==> config.mk <==
export PLATFORM = sky130hd
export DESIGN_NAME = binary_kernel_bank_conv3x3_flat
export DESIGN_NICKNAME = d
export VERILOG_FILES = /design/src/rtl/core/bkconv_pkg.sv /design/src/rtl/core/bkconv_pix_if.sv /design/src/rtl/core/bkconv_res_if.sv /design/src/rtl/core/binary_kernel_bank_conv3x3.sv /design/src/flat_wrapper.sv
export SDC_FILE = /design/constraint.sdc
export NUM_CORES = 1
export LEC_CHECK = 0
export ABC_AREA = 1
export BUFFER_PORTS_ARGS = -buffer_cell sky130_fd_sc_hd__buf_2
export CAP_MARGIN = 20
export CORE_MARGIN = 10
export CORE_UTILIZATION = 55
export DETAILED_ROUTE_END_ITERATION = 10
export HOLD_SLACK_MARGIN = 0.05
export PLACE_DENSITY = 0.77
export SLEW_MARGIN = 20
export SYNTH_ARGS = -nofsm -noshare
export SYNTH_HDL_FRONTEND = slang
export SYNTH_SLANG_ARGS = --single-unit
==> constraint.sdc <==
create_clock -name clk_i -period 30.3 [get_ports clk_i]
set_input_delay 6.06 -clock clk_i [delete_from_list [all_inputs] [get_ports clk_i]]
set_output_delay 6.06 -clock clk_i [all_outputs]
set_load 0.02 [all_outputs]
==> src/rtl/core/bkconv_pkg.sv <==
// ----------------------------------------------------------------------------
// bkconv_pkg: shared types and constants of the binary kernel bank
// Reset values of the configuration registers, register indexes, the result
// beat layout and the 3x3 window type.
// ----------------------------------------------------------------------------
package bkconv_pkg;

  localparam int unsigned NUM_KERNELS    = 12;
  localparam int unsigned MASK_W         = 9;
  localparam int unsigned PIXEL_W        = 8;
  localparam int unsigned DIM_W          = 6;
  localparam int unsigned MASKS_W        = 54;
  localparam int unsigned SUM_W          = 12;
  localparam int unsigned KIDX_W         = 4;
  localparam int unsigned POS_W          = 5;
  localparam int unsigned CFG_IDX_W      = 2;

  localparam int unsigned DEF_MAX_WIDTH  = 32;
  localparam int unsigned DEF_MAX_HEIGHT = 32;

  localparam logic [DIM_W-1:0]   RST_IMAGE_WIDTH  = 6'd28;
  localparam logic [DIM_W-1:0]   RST_IMAGE_HEIGHT = 6'd28;
  localparam logic [MASKS_W-1:0] RST_MASKS_LOW    = 54'd12010692419022994;
  localparam logic [MASKS_W-1:0] RST_MASKS_HIGH   = 54'd2231729989178879;

  localparam logic [KIDX_W-1:0]  LAST_KERNEL = 4'd11;

  // configuration register indexes
  typedef enum logic [CFG_IDX_W-1:0] {
    CFG_IMAGE_WIDTH  = 2'd0,
    CFG_IMAGE_HEIGHT = 2'd1,
    CFG_MASKS_LOW    = 2'd2,
    CFG_MASKS_HIGH   = 2'd3
  } cfg_idx_e;

  // window pixel b sits at row b/3, column b%3 (row 0 oldest, column 0 oldest)
  typedef logic [MASK_W-1:0][PIXEL_W-1:0] win_t;

  typedef struct packed {
    logic [KIDX_W-1:0] kernel_index;
    logic [POS_W-1:0]  out_row;
    logic [POS_W-1:0]  out_col;
    logic [SUM_W-1:0]  window_sum;
    logic              last_of_run;
    logic              last_of_image;
  } result_t;

endpackage

==> src/rtl/core/bkconv_pix_if.sv <==
// ----------------------------------------------------------------------------
// bkconv_pix_if: pixel stream channel
// Valid/ready channel carrying one grayscale pixel per beat.
// ----------------------------------------------------------------------------
interface bkconv_pix_if;
  logic                             valid;
  logic                             ready;
  logic [bkconv_pkg::PIXEL_W-1:0]   pixel;

  modport source (output valid, output pixel, input ready);
  modport sink   (input valid, input pixel, output ready);
endinterface

==> src/rtl/core/bkconv_res_if.sv <==
// ----------------------------------------------------------------------------
// bkconv_res_if: kernel result channel
// Valid/ready channel carrying one kernel sum with its position per beat.
// ----------------------------------------------------------------------------
interface bkconv_res_if;
  logic                  valid;
  logic                  ready;
  bkconv_pkg::result_t   data;

  modport source (output valid, output data, input ready);
  modport sink   (input valid, input data, output ready);
endinterface

==> src/rtl/core/binary_kernel_bank_conv3x3.sv <==
// ----------------------------------------------------------------------------
// binary_kernel_bank_conv3x3: twelve binary 3x3 kernels over a pixel stream
// Pixels enter in raster order on pix_i. Once a full 3x3 window exists
// (row and column both at least 2) each pixel yields twelve result beats on
// res_o, kernel 0 first, each the sum of the window pixels selected by that
// kernel's nine-bit mask. last_of_run marks kernel 11, last_of_image marks
// kernel 11 of the image's final pixel.
// Configuration: cfg_we_i/cfg_idx_i/cfg_data_i, one register per write,
// image width, image height, masks of kernels 0-5, masks of kernels 6-11.
// Write only while the block is idle. Dimensions are clamped to 3..MAX.
// Flow: a pixel is taken while the window buffer is empty; its window moves
// from the window buffer to the job register, and each kernel's sum is
// registered in the result register. The result register is the bottleneck:
// one beat per cycle while res_o is ready. A one-deep window buffer lets the
// next pixel in while the twelve beats of the previous one drain.
// Reset clears counters, window and all valid flags; line stores are not
// cleared (their contents only matter once written). When res_o stalls,
// the result register holds and input stops once the window buffer is full.
// ----------------------------------------------------------------------------
module binary_kernel_bank_conv3x3 #(
  parameter int unsigned MAX_WIDTH  = bkconv_pkg::DEF_MAX_WIDTH,
  parameter int unsigned MAX_HEIGHT = bkconv_pkg::DEF_MAX_HEIGHT
) (
  input  logic                                 clk_i,
  input  logic                                 rst_ni,
  input  logic                                 cfg_we_i,
  input  logic [bkconv_pkg::CFG_IDX_W-1:0]     cfg_idx_i,
  input  logic [bkconv_pkg::MASKS_W-1:0]       cfg_data_i,
  bkconv_pix_if.sink                           pix_i,
  bkconv_res_if.source                         res_o
);

  localparam int unsigned CW  = $clog2(MAX_WIDTH);       // column counter
  localparam int unsigned RW  = $clog2(MAX_HEIGHT);      // row counter
  localparam int unsigned WUW = $clog2(MAX_WIDTH + 1);   // clamped width
  localparam int unsigned HUW = $clog2(MAX_HEIGHT + 1);  // clamped height
  localparam int unsigned PW  = bkconv_pkg::PIXEL_W;
  localparam int unsigned KW  = bkconv_pkg::KIDX_W;
  localparam int unsigned SW  = bkconv_pkg::SUM_W;
  localparam int unsigned PSW = bkconv_pkg::POS_W;
  localparam int unsigned MW  = bkconv_pkg::MASK_W;
  localparam int unsigned MSW = bkconv_pkg::MASKS_W;
  localparam int unsigned SELW = $clog2(2 * MSW);

  // one window waiting for or going through the kernel sequencer
  typedef struct packed {
    bkconv_pkg::win_t  win;
    logic [PSW-1:0]    row;
    logic [PSW-1:0]    col;
    logic              last_img;
  } job_t;

  // configuration registers
  logic [bkconv_pkg::DIM_W-1:0] cfg_width_q, cfg_height_q;
  logic [MSW-1:0]               cfg_masks_lo_q, cfg_masks_hi_q;

  always_ff @(posedge clk_i or negedge rst_ni) begin
    if (!rst_ni) begin
      cfg_width_q    <= bkconv_pkg::RST_IMAGE_WIDTH;
      cfg_height_q   <= bkconv_pkg::RST_IMAGE_HEIGHT;
      cfg_masks_lo_q <= bkconv_pkg::RST_MASKS_LOW;
      cfg_masks_hi_q <= bkconv_pkg::RST_MASKS_HIGH;
    end else if (cfg_we_i) begin
      unique case (bkconv_pkg::cfg_idx_e'(cfg_idx_i))
        bkconv_pkg::CFG_IMAGE_WIDTH:  cfg_width_q    <= cfg_data_i[bkconv_pkg::DIM_W-1:0];
        bkconv_pkg::CFG_IMAGE_HEIGHT: cfg_height_q   <= cfg_data_i[bkconv_pkg::DIM_W-1:0];
        bkconv_pkg::CFG_MASKS_LOW:    cfg_masks_lo_q <= cfg_data_i;
        bkconv_pkg::CFG_MASKS_HIGH:   cfg_masks_hi_q <= cfg_data_i;
        default: ;
      endcase
    end
  end

  // dimensions in use, clamped to 3..MAX
  logic [WUW-1:0] width_use;
  logic [HUW-1:0] height_use;

  always_comb begin
    if (cfg_width_q < 6'd3) begin
      width_use = WUW'(3);
    end else if (32'(cfg_width_q) > 32'(MAX_WIDTH)) begin
      width_use = WUW'(MAX_WIDTH);
    end else begin
      width_use = WUW'(cfg_width_q);
    end
    if (cfg_height_q < 6'd3) begin
      height_use = HUW'(3);
    end else if (32'(cfg_height_q) > 32'(MAX_HEIGHT)) begin
      height_use = HUW'(MAX_HEIGHT);
    end else begin
      height_use = HUW'(cfg_height_q);
    end
  end

  // position counters
  logic [CW-1:0]  col_q, col_d;
  logic [RW-1:0]  row_q, row_d;
  logic [WUW:0]   col_inc;
  logic [HUW:0]   row_inc;
  logic           end_col, end_row;
  logic           pix_accept, produce;

  assign col_inc = (WUW+1)'({1'b0, col_q}) + (WUW+1)'(1);
  assign row_inc = (HUW+1)'({1'b0, row_q}) + (HUW+1)'(1);
  assign end_col = col_inc >= (WUW+1)'(width_use);
  assign end_row = row_inc >= (HUW+1)'(height_use);
  assign produce = (col_q >= CW'(2)) && (row_q >= RW'(2));

  always_comb begin
    col_d = col_q;
    row_d = row_q;
    if (pix_accept) begin
      if (end_col) begin
        col_d = '0;
        row_d = end_row ? '0 : row_q + RW'(1);
      end else begin
        col_d = col_q + CW'(1);
      end
    end
  end

  // line stores: one entry per column holds {row r-2, row r-1}; the read for
  // the next pixel is issued as soon as its column is known
  logic [2*PW-1:0] line_mem [MAX_WIDTH];
  logic [2*PW-1:0] line_rd_q;
  logic [PW-1:0]   up_px, lo_px;

  assign up_px = line_rd_q[2*PW-1:PW];
  assign lo_px = line_rd_q[PW-1:0];

  always_ff @(posedge clk_i) begin
    if (pix_accept) begin
      line_mem[col_q] <= {lo_px, pix_i.pixel};
    end
    line_rd_q <= line_mem[col_d];
  end

  // 3x3 window: shift left one column, new column on the right
  bkconv_pkg::win_t win_q, win_d;

  always_comb begin
    win_d = win_q;
    for (int r = 0; r < 3; r++) begin
      win_d[r*3]     = win_q[r*3+1];
      win_d[r*3 + 1] = win_q[r*3+2];
    end
    win_d[2] = up_px;
    win_d[5] = lo_px;
    win_d[8] = pix_i.pixel;
  end

  // window buffer and kernel sequencer
  logic          pend_v_q, job_v_q, out_v_q;
  job_t          pend_q, job_q;
  logic [KW-1:0] kern_q;
  logic          fire, job_done, pend_take;
  bkconv_pkg::result_t out_q;

  assign pix_i.ready = !pend_v_q;
  assign pix_accept  = pix_i.valid && !pend_v_q;
  assign fire        = job_v_q && (!out_v_q || res_o.ready);
  assign job_done    = fire && (kern_q == bkconv_pkg::LAST_KERNEL);
  assign pend_take   = pend_v_q && (!job_v_q || job_done);

  // masked sum for the current kernel
  logic [2*MSW-1:0] masks_all;
  logic [MW-1:0]    kmask;
  logic [SW-1:0]    ksum;

  assign masks_all = {cfg_masks_hi_q, cfg_masks_lo_q};
  assign kmask     = masks_all[SELW'(kern_q) * SELW'(MW) +: MW];

  always_comb begin
    ksum = '0;
    for (int b = 0; b < MW; b++) begin
      if (kmask[b]) begin
        ksum = ksum + SW'(job_q.win[b]);
      end
    end
  end

  always_ff @(posedge clk_i or negedge rst_ni) begin
    if (!rst_ni) begin
      col_q    <= '0;
      row_q    <= '0;
      win_q    <= '0;
      pend_v_q <= 1'b0;
      job_v_q  <= 1'b0;
      kern_q   <= '0;
      out_v_q  <= 1'b0;
    end else begin
      col_q <= col_d;
      row_q <= row_d;
      if (pix_accept) begin
        win_q <= win_d;
      end
      // pixel beats are taken only with an empty buffer, so a take and a
      // fill never meet in one cycle
      if (pix_accept && produce) begin
        pend_v_q <= 1'b1;
      end else if (pend_take) begin
        pend_v_q <= 1'b0;
      end
      if (pend_take) begin
        job_v_q <= 1'b1;
        kern_q  <= '0;
      end else if (job_done) begin
        job_v_q <= 1'b0;
      end else if (fire) begin
        kern_q <= kern_q + KW'(1);
      end
      if (fire) begin
        out_v_q <= 1'b1;
      end else if (res_o.ready) begin
        out_v_q <= 1'b0;
      end
    end
  end

  // payload registers
  always_ff @(posedge clk_i) begin
    if (pix_accept && produce) begin
      pend_q.win      <= win_d;
      pend_q.row      <= PSW'(row_q - RW'(2));
      pend_q.col      <= PSW'(col_q - CW'(2));
      pend_q.last_img <= end_col && end_row;
    end
    if (pend_take) begin
      job_q <= pend_q;
    end
    if (fire) begin
      out_q.kernel_index  <= kern_q;
      out_q.out_row       <= job_q.row;
      out_q.out_col       <= job_q.col;
      out_q.window_sum    <= ksum;
      out_q.last_of_run   <= kern_q == bkconv_pkg::LAST_KERNEL;
      out_q.last_of_image <= (kern_q == bkconv_pkg::LAST_KERNEL) && job_q.last_img;
    end
  end

  assign res_o.valid = out_v_q;
  assign res_o.data  = out_q;

`ifndef SYNTHESIS
  // a run continues without a gap until its twelfth beat
  assert property (@(posedge clk_i) disable iff (!rst_ni)
    res_o.valid && res_o.ready && !res_o.data.last_of_run |=> res_o.valid)
    else $error("result run broken before its last kernel");

  assert property (@(posedge clk_i) disable iff (!rst_ni)
    res_o.valid |-> res_o.data.kernel_index <= bkconv_pkg::LAST_KERNEL)
    else $error("kernel index out of range");

  assert property (@(posedge clk_i) disable iff (!rst_ni)
    res_o.valid && res_o.data.last_of_image |-> res_o.data.last_of_run)
    else $error("image end flagged off the last kernel");

  assert property (@(posedge clk_i) disable iff (!rst_ni)
    (col_q <= CW'(MAX_WIDTH - 1)) && (row_q <= RW'(MAX_HEIGHT - 1)))
    else $error("position counter beyond line store depth");

  assert property (@(posedge clk_i) disable iff (!rst_ni)
    pend_v_q && !job_v_q |=> job_v_q)
    else $error("waiting window not handed to sequencer");
`endif

endmodule

==> src/flat_wrapper.sv <==
// flat-port wrapper written by rule: the top's interface ports become plain ports
module binary_kernel_bank_conv3x3_flat 
#(
  parameter int unsigned MAX_WIDTH  = bkconv_pkg::DEF_MAX_WIDTH,
  parameter int unsigned MAX_HEIGHT = bkconv_pkg::DEF_MAX_HEIGHT
)
  (clk_i, rst_ni, cfg_we_i, cfg_idx_i, cfg_data_i, pix_i_valid, pix_i_pixel, pix_i_ready, res_o_valid, res_o_data, res_o_ready);
  bkconv_pix_if pix_i_i ();
  bkconv_res_if res_o_i ();
  input  logic clk_i;
  input  logic rst_ni;
  input  logic cfg_we_i;
  input  logic [bkconv_pkg::CFG_IDX_W-1:0] cfg_idx_i;
  input  logic [bkconv_pkg::MASKS_W-1:0] cfg_data_i;
  input wire logic [$bits(pix_i_i.valid)-1:0] pix_i_valid;
  input wire logic [$bits(pix_i_i.pixel)-1:0] pix_i_pixel;
  output wire logic [$bits(pix_i_i.ready)-1:0] pix_i_ready;
  output wire logic [$bits(res_o_i.valid)-1:0] res_o_valid;
  output wire logic [$bits(res_o_i.data)-1:0] res_o_data;
  input wire logic [$bits(res_o_i.ready)-1:0] res_o_ready;
  assign pix_i_i.valid = pix_i_valid;
  assign pix_i_i.pixel = pix_i_pixel;
  assign pix_i_ready = pix_i_i.ready;
  assign res_o_valid = res_o_i.valid;
  assign res_o_data = res_o_i.data;
  assign res_o_i.ready = res_o_ready;
  binary_kernel_bank_conv3x3 #(.MAX_WIDTH(MAX_WIDTH), .MAX_HEIGHT(MAX_HEIGHT)) u_core (.clk_i(clk_i), .rst_ni(rst_ni), .cfg_we_i(cfg_we_i), .cfg_idx_i(cfg_idx_i), .cfg_data_i(cfg_data_i), .pix_i(pix_i_i), .res_o(res_o_i));
endmodule
## Word-level counts from Yosys, hierarchy flattened

Memory sizes are Yosys's and may differ from the RTL's. A register that Yosys moved wholly into a read port is not among the register bits.
Cells that the tools add are included.

| storage, ports and cells | value |
|---|---|
| flip-flop bits (word level) | 379 |
| bits in latches | 0 |
| RAM bits | 512 |
| ROM bits | 0 |
| input bits | 69 |
| output and inout bits | 30 |
| word-level logic and storage cells | 128 |
| memories | 1 |

Memories:

| name | depth | bits a word | read ports | clocked after memory_dff | write ports | RTL line | RTL |
|---|---|---|---|---|---|---|---|
| u_core.line_mem | 32 | 16 | 1 | 1 | 1 | binary_kernel_bank_conv3x3.sv:124 | `logic [2*PW-1:0] line_mem [MAX_WIDTH];` |

| operators by class | value |
|---|---|
| add/subtract/negate cells | 15 |
| multiply operators | 1 |
| div/mod/pow operators | 0 |
| $lt $le $gt $ge | 8 |
| equal/unequal tests | 5 |
| shifts and indexed selects | 1 |
| muxes and demuxes | 27 |
| bitwise gates (word level) | 0 |
| reductions and logical operators | 24 |

Operators with widths:

| operator | number |
|---|---|
| $shiftx 108x8->9 | 1 |
| $mux 12 | 8 |
| $add 12x8->12 | 7 |
| $mux 6 | 4 |
| $mux 5 | 3 |
| $ge 7x6->1 | 2 |
| $add 5x1->6 const B | 2 |
| $gt 6x6->1 const B | 2 |
| $lt 6x2->1 const B | 2 |
| $mux 4 | 3 |
| $reduce_and 2->1 | 6 |
| $add 5x1->5 const B | 2 |
| $ge 5x2->1 const B | 2 |
| $sub 5x2->5 const B | 2 |
| $add 8x8->9 | 1 |
| $logic_and 1x1->1 | 8 |
| $mux 1 | 8 |
| $mux 8 | 1 |
| $reduce_bool 2->1 | 4 |
| $mul 4x4->7 const B | 1 |
| $add 4x1->4 const B | 1 |
| $eq 2x2->1 const B | 2 |
| $eq 4x4->1 const B | 1 |
| $logic_not 1->1 | 3 |
| 4 further kinds | 5 |

## Depth between registers and ports, before layout

Gate-level depths: netlist (run 1).

| depth | value |
|---|---|
| depth after elaboration | 19 |
| mapped depth | 75 |
| depth with buffers taken out | 73 |

## Worst setup path after synthesis (run 1)

OpenSTA, ideal clock, no wires.

| timing path | value |
|---|---|
| path kind | input to register |
| start point | in pix_i_valid |
| end point | reg u_core.pend_v_q |
| library setup time | 117 ps |
| data arrival time | 13139 ps |
| required time | 30183 ps |
| path slack | 17044 ps |
| cell stages on the path | 3 |
| buffers on the path | 0 |
| cells stage by stage | nand2_1 a311oi_1 o21bai_1 |

| on the way | value |
|---|---|
| word-level cells in the longest chain between the ends | 3 |
| elaborated cells on any way between the ends | 4 |
| classes of those cells | mux (1); reduce/logical (3) |

RTL lines:

| item | RTL line | RTL |
|---|---|---|
| from (decl) | flat_wrapper.sv:15 | `input wire logic [$bits(pix_i_i.valid)-1:0] pix_i_valid;` |
| $logic_and 1x1->1 * | binary_kernel_bank_conv3x3.sv:160 | `assign pix_accept = pix_i.valid && !pend_v_q;` |
| $logic_and 1x1->1 * | binary_kernel_bank_conv3x3.sv:199 | `if (pix_accept && produce) begin` |
| $mux 1 or $reduce_bool 2->1 (tied branches) | - |  |
| to (signal assigned) | binary_kernel_bank_conv3x3.sv:187 | `pend_v_q <= 1'b0;` |
| to (signal assigned) | binary_kernel_bank_conv3x3.sv:200 | `pend_v_q <= 1'b1;` |
| to (signal assigned) | binary_kernel_bank_conv3x3.sv:202 | `pend_v_q <= 1'b0;` |
| to (decl) | binary_kernel_bank_conv3x3.sv:153 | `logic pend_v_q, job_v_q, out_v_q;` |

Mark *: on every way between the ends. The rest lies on a longest branch, timed or not.
A chain may end at the register's enable or synchronous reset.

## Worst setup path in the final report (run 1)

| timing path | value |
|---|---|
| start point | reg u_core.kern_q[0] |
| end point | reg u_core.out_q, in the netlist u_core.res_o.data[13] (data pin) |

| on the way | value |
|---|---|
| word-level cells in the longest chain between the ends | 19 |

RTL lines:

| item | RTL line | RTL |
|---|---|---|
| from (decl) | binary_kernel_bank_conv3x3.sv:155 | `logic [KW-1:0] kern_q;` |
| from (signal assigned) | binary_kernel_bank_conv3x3.sv:210 | `kern_q <= kern_q + KW'(1);` |
| $mul 4x4->7 * | binary_kernel_bank_conv3x3.sv:171 | `assign kmask = masks_all[SELW'(kern_q) * SELW'(MW) +: MW];` |
| $shiftx 108x8->9 * | binary_kernel_bank_conv3x3.sv:171 |  |
| $mux 8 | binary_kernel_bank_conv3x3.sv:176 | `if (kmask[b]) begin` |
| $add 8x8->9 | binary_kernel_bank_conv3x3.sv:177 | `ksum = ksum + SW'(job_q.win[b]);` |
| $mux 12 | binary_kernel_bank_conv3x3.sv:176 |  |
| $add 12x8->12 | binary_kernel_bank_conv3x3.sv:177 |  |
| $mux 12 | binary_kernel_bank_conv3x3.sv:176 |  |
| $add 12x8->12 | binary_kernel_bank_conv3x3.sv:177 |  |
| [4 not listed] | - |  |
| $mux 12 | binary_kernel_bank_conv3x3.sv:176 |  |
| $add 12x8->12 | binary_kernel_bank_conv3x3.sv:177 |  |
| $mux 12 | binary_kernel_bank_conv3x3.sv:176 |  |
| $add 12x8->12 | binary_kernel_bank_conv3x3.sv:177 |  |
| $mux 12 | binary_kernel_bank_conv3x3.sv:176 |  |
| $add 12x8->12 | binary_kernel_bank_conv3x3.sv:177 |  |
| $mux 12 * | binary_kernel_bank_conv3x3.sv:176 |  |
| via u_core.ksum[11] | binary_kernel_bank_conv3x3.sv:168 | `logic [SW-1:0] ksum;` |
| to (decl) | binary_kernel_bank_conv3x3.sv:157 | `bkconv_pkg::result_t out_q;` |

Mark *: on every way through the listed nets, which the timed path passes. The rest lies on a longest branch.

==> results of run 1 <==
[flip-flops by register name, indices dropped and copies added, names as in the netlist, 4 cells and up]
register	count
u_core.line_rd_q	16
u_core.cfg_masks_hi_q	54
u_core.kern_q	4
u_core.cfg_masks_lo_q	54
u_core.line_mem	512
u_core.res_o.data	28
u_core.row_q	5
u_core.cfg_height_q	6
u_core.col_q	5
u_core.cfg_width_q	6
u_core.pend_q	83
u_core.job_q	83
u_core.win_d	48
[per-layer routing]
layer	part of all wire	routed length, um	vias to the layer above
met4	0.033	3420	0
met3	0.077	8090	208
met1	0.42	44100	14933
met2	0.47	48800	1280
li1	-	-	14553
met5	0	0	-
[worst paths after layout]
kind | from | end | slack (ps) | cells after the start
max | u_core.kern_q[0]$_DFFE_PN0P_ | u_core.res_o.data[13]$_DFFE_PP_ | 17520 | 60
min | u_core.pend_q[30]$_DFFE_PP_ | u_core.job_q[30]$_DFFE_PP_ | 420 | 0
max reg2reg | u_core.kern_q[0]$_DFFE_PN0P_ | u_core.res_o.data[13]$_DFFE_PP_ | 17520 | 60
min reg2reg | u_core.pend_q[30]$_DFFE_PP_ | u_core.job_q[30]$_DFFE_PP_ | 420 | 0
max in group asynchronous | rst_ni | u_core.win_d[55]$_DFFE_PN0P_ | 23650 | 2
min in group asynchronous | rst_ni | u_core.cfg_masks_hi_q[28]$_DFFE_PN0P_ | 5380 | 1
[cell usage after synthesis (58+ instances only)]
master | n | share of area
nand2_1 | 885 | 0.078
edfxtp_1 | 706 | 0.50
nor2_1 | 417 | 0.037
o21ai_0 | 379 | 0.045
nand3_1 | 311 | 0.037
inv_1 | 251 | 0.022
clkbuf_1 | 146 | 0.013
dfrtp_1 | 118 | 0.069
a21oi_1 | 104 | 0.012
ha_1 | 90 | 0.026
o21bai_1 | 81 | 0.014
o311ai_0 | 81 | 0.017
dfstp_2 | 67 | 0.041
o211ai_1 | 58 | 0.010
[stage by stage]
stage	util	cell area, sq um	hold WS, ps	instances	setup WS [ps]
after floorplan	-	42500	400	4124	17040
after global placement	0.574	43800	401	5088	18020
after detailed placement	0.574	43800	405	5088	17680
after CTS	0.613	46800	416	5257	17570
after global routing	0.614	46900	418	5260	16420
final	0.614	46900	415	5260	17520
[layout make-up]
| cell class | instances | area [sq um] |
|---|---|---|
| fill | 6067 | 29500 |
| sequential | 907 | 26200 |
| multi-input combinational | 2719 | 14300 |
| clock buffer | 124 | 2440 |
| tap | 1030 | 1290 |
| timing repair buffer | 165 | 1070 |
| inverter | 270 | 1030 |
| clock inverter | 45 | 504 |
[cell families (layout without fill, tap and decap cells)]
kind of cell	count (synthesis)	after routing
and+or+nand+nor	1690	1690
DFF	907	907
AOI/OAI and AO/OA	888	888
buffers and inverters	498	604
adders and majority gates	98	98
xor gates and xnor gates	43	43
[worst max-delay path, delay by kind of cell, from the launching register on]
kind | cells | cell delay, ps
xor gates and xnor gates | 3 | 370
and+or+nand+nor | 27 | 4570
DFF | 1 | 710
adders and majority gates | 12 | 4330
AOI/OAI and AO/OA | 8 | 1220
buffers and inverters | 10 | 1200
==> qor.txt, run 1 <==
status -> finished, final reports clean
Hold WC Path Type -> flip-flop to flip-flop
crit-path max cell delay -> 710 ps
syn nets -> 4,291
Skew-Pair Late Insertion Delay -> 670 ps
initial antenna violation count -> 2
complex-gate fraction of the synthesized area -> 0.131
EDFF count, synth -> 706
Nets -> 4,320
clk root buf -> clkbuf_16
Die Wd -> 298 um
Yosys cell types -> 56
CTS tree -> yes
Remaining DRCs -> 0
M1 GR Usage -> 0.315
cell area after synthesis -> 0.0425 sq mm
M3 GR Usage -> 0.0366
Slew HR -> 0.304
Post-synth ARST share -> 0.204
largest net degree at the start of global routing -> 170
crit-path max FO -> 63
maximum root-to-sink buffer count -> 3
Reg clk slew, reported paths -> 60 ps
WS Path Type -> flip-flop to flip-flop
main combinational cell family by area after synthesis -> simple AND/OR/NAND/NOR gates
achievable frequency -> 0.0783 GHz
Final setup viols -> 0
Core Area -> 0.0763 sq mm
vias in the first global route -> 29.6k
drt total wl -> 104 mm
Crit-path slowest cell -> dfrtp_4
DR WL/cell -> 19.9 um
setup TNS after final layout -> 0 ps
most common cell after layout, fill and taps aside -> nand2_1
skew final -> 48.4 ps
Syn Inst Count -> 4,124
DRT iter0 DRCs -> 3,256
Arrival @ worst endpoint -> 13,160 ps
dpl hpwl -> 66.0 mm
crit share post-route -> 0.422
layout cells sized above 1 -> 0.104
max-cap violations -> 0
Avg Inst Size Synth -> 10.3 sq um
# rows -> 101
CTS HTree Levels -> 3
hold buffers post-CTS -> 0
Synth Area in Simple Gates -> 0.164
total congestion overflow -> 0
antenna-violating nets left -> 0
Routability Congestion -> 0.954
Max Slew Vio Count -> 0
nature of the critical path startpoint -> flip-flop
via count -> 31.0k
gr usage total -> 0.230
Crit. End Element -> flip-flop
flops & latches, synth -> 907
CTS sink count -> 907
Die Y -> 298 um
Synth-to-Final Area Change -> 10.3%
RSZ-0062 raised after global routing -> false
Worst-Margin Slew -> 1040 ps
sequential fraction of the synthesis area -> 0.617
Final min period -> 12,780 ps
GRT busiest layer -> met2
CP dominant cell by count -> nand2_1
vias per cell -> 5.89
# diodes -> 0
prevailing post-synth register cell -> edfxtp_1
PostCTS Resize Cnt -> 0
grt met2 use -> 0.371
# Post-CTS Setup Buffers -> 0
IO Pins -> 99
Pre-antenna DRT Iters -> 6
Num CTS Buffers -> 90
Final Hold Viols -> 0
post-synthesis xor/xnor area fraction -> 0.00886
port bufs -> 98
first-pass GRT wire length -> 165 mm
starting density of the core -> 0.557
commonest non-fill, non-tap cells in the layout -> 885 x nand2_1, 706 x edfxtp_1, 416 x nor2_1
post-synthesis mux area share -> 0
die area -> 0.0888 sq mm
Critical Path RT -> 30,680 ps
Yosys warnings -> 0
Adder-Cell Fraction of Synth Area -> 0.0303
Power of run 1 is left out: the tool's default activity adds up to more than one toggle a clock period on the data nets, which glitch-free logic cannot reach.
==> run 2: changes to the inputs <==
clock period = 13 ns   (was 30.3 ns; I/O delays follow)
==> qor.txt, run 2 (synthesized netlist as in run 1, its figures left out) <==
# Post-CTS Setup Buffers -> 0 (unchanged)
placed insts -> 5,106 (+0.35%)
maximum root-to-sink buffer count -> 3 (unchanged)
hold buffers post-CTS -> 0 (unchanged)
# diodes -> 0 (unchanged)
commonest non-fill, non-tap cells in the layout -> 885 x nand2_1, 706 x edfxtp_1, 416 x nor2_1
sequential cell area -> 0.0262 sq mm (unchanged)
starting density of the core -> 0.557 (unchanged)
vias in the first global route -> 29.6k (-0.084%)
Multi-input gate area -> 0.0143 sq mm (unchanged)
Die Y -> 298 um (unchanged)
Filler cells -> 6,064 (-0.049%)
dpl hpwl -> 67.5 mm (+2.2%)
Pre-antenna DRT Iters -> 6 (unchanged)
first-pass GRT wire length -> 165 mm (+0.45%)
largest net degree at the start of global routing -> 118 (-31%)
hold path depth -> 0 (unchanged)
die area -> 0.0888 sq mm (unchanged)
Hold Worst Slack -> 404 ps (-10.8 ps)
Slew HR -> 0.386 (+0.0819)
max reg flops -> 512 (unchanged)
DRT iter0 DRCs -> 3,577 (+9.9%)
CTS HTree Levels -> 3 (unchanged)
crit share post-route -> 0.903 (+0.481)
CTS tree -> yes
DR WL/cell -> 20.1 um (+1.3%)
max-cap violations -> 0 (unchanged)
CP dominant cell by count -> nand2_1
initial antenna violation count -> 4 (+2)
Reg with most FFs -> u_core.line_mem
Hold WC Path Type -> flip-flop to flip-flop
drt total wl -> 106 mm (+1.6%)
port bufs -> 98 (unchanged)
Routability Congestion -> 0.957 (+0.37%)
Final Hold Viols -> 0 (unchanged)
crit-path max cell delay -> 610 ps (-100 ps)
Hold Startpoint -> u_core.pend_q[17]$_DFFE_PP_
PostCTS Resize Cnt -> 0 (unchanged)
CTS sink count -> 907 (unchanged)
Num CTS Buffers -> 90 (unchanged)
Critical Path RT -> 13,390 ps (-17,290 ps)
achievable frequency -> 0.0852 GHz (+8.9%)
RSZ-0062 raised after global routing -> false
Max Slew Vio Count -> 0 (unchanged)
setup TNS after final layout -> 0 ps (unchanged)
Layout Cells excl Fill -> 5,276 (+0.30%)
vias per cell -> 5.84 (-0.82%)
Synth-to-Final Area Change -> 10.7%
worst reg-to-reg path cell count -> 60 (unchanged)
via count -> 30.8k (-0.52%)
Core Area -> 0.0763 sq mm (unchanged)
total congestion overflow -> 0 (unchanged)
most common cell after layout, fill and taps aside -> nand2_1
WS Path Type -> flip-flop to flip-flop
Worst-Margin Slew -> 921 ps (-123 ps)
Reg clk slew, reported paths -> 60 ps (about the same)
Arrival @ worst endpoint -> 12,130 ps (-1030 ps)
crit path launch -> u_core.kern_q[0]$_DFFE_PN0P_
crit-path max FO -> 31 (-51%)
Nets -> 4,337 (+0.39%)
r2r startpoint -> u_core.kern_q[0]$_DFFE_PN0P_
status -> finished, final reports clean
antenna-violating nets left -> 0 (unchanged)
Crit. End Element -> flip-flop
Remaining DRCs -> 0 (unchanged)
Skew-Pair Late Insertion Delay -> 670 ps (about the same)
clk root buf -> clkbuf_16
Crit-path slowest cell -> ha_1
Final min period -> 11,730 ps (-1050 ps)
layout cells sized above 1 -> 0.109 (+0.00526)
IO Pins -> 99 (unchanged)
skew final -> 33.4 ps (-15.0 ps)
Final setup viols -> 0 (unchanged)
Die Wd -> 298 um (unchanged)
# rows -> 101 (unchanged)
biggest regs -> u_core.line_mem (512), u_core.job_q (83), u_core.pend_q (83)
gr usage total -> 0.232 (+0.00237)
nature of the critical path startpoint -> flip-flop
## run 2: cell types whose count changed in the layout (fill, tap and decap cells not counted), sizes merged
cell / before / now
clkbuf: 125 / 119
clkinvlp: 3 / 5
buf: 164 / 181
clkinv: 39 / 40
bufinv: 6 / 8
## run 2: worst max-delay path: cells and delay by family (launching register included)
| kind | cells | cell delay, ps |
|---|---|---|
| AND/OR/NAND/NOR | 26 | 3980 |
| adder cells (fa/ha/maj) | 10 | 3870 |
| AO/OA/AOI/OAI | 9 | 1450 |
| buffers and inverters | 11 | 1050 |
| XOR/XNOR | 4 | 580 |
| flip-flops | 1 | 510 |
## run 2: routing by layer
layer  up-vias  wire length, um  GRT usage
li1      14587                -          -
met3       201             7900     0.0381
met2      1230            50200      0.378
met1     14790            45000      0.316
met4         4             3100     0.0731
met5         -               29          0
## run 2: final timing paths
kind | end | slack (ps)
max | u_core.res_o.data[13]$_DFFE_PP_ | 1270
min | u_core.job_q[17]$_DFFE_PP_ | 400
max reg2reg | u_core.res_o.data[13]$_DFFE_PP_ | 1270
min reg2reg | u_core.job_q[17]$_DFFE_PP_ | 400
max in group asynchronous | u_core.win_d[55]$_DFFE_PN0P_ | 9830
min in group asynchronous | u_core.cfg_masks_hi_q[30]$_DFFE_PN0P_ | 1920
## run 2: per-stage QoR
stage	utilization	worst slack [ps]	area, sq um
2_1_floorplan	-	2430	42500
3_3_place_gp	0.576	1610	44000
3_5_place_dp	0.576	1350	44000
4_1_cts	0.615	1300	47000
5_1_grt	0.616	278	47000
6_report	0.616	1270	47000
## run 2: area by class of cell
type	instances	area share
clock buffer	118	0.0516
clock inverter	50	0.0124
inverter	270	0.0219
multi-input combinational	2719	0.304
sequential	907	0.558
tap	1030	0.0274
timing repair buffer	182	0.0250
Power of run 2 is left out for the same reason.
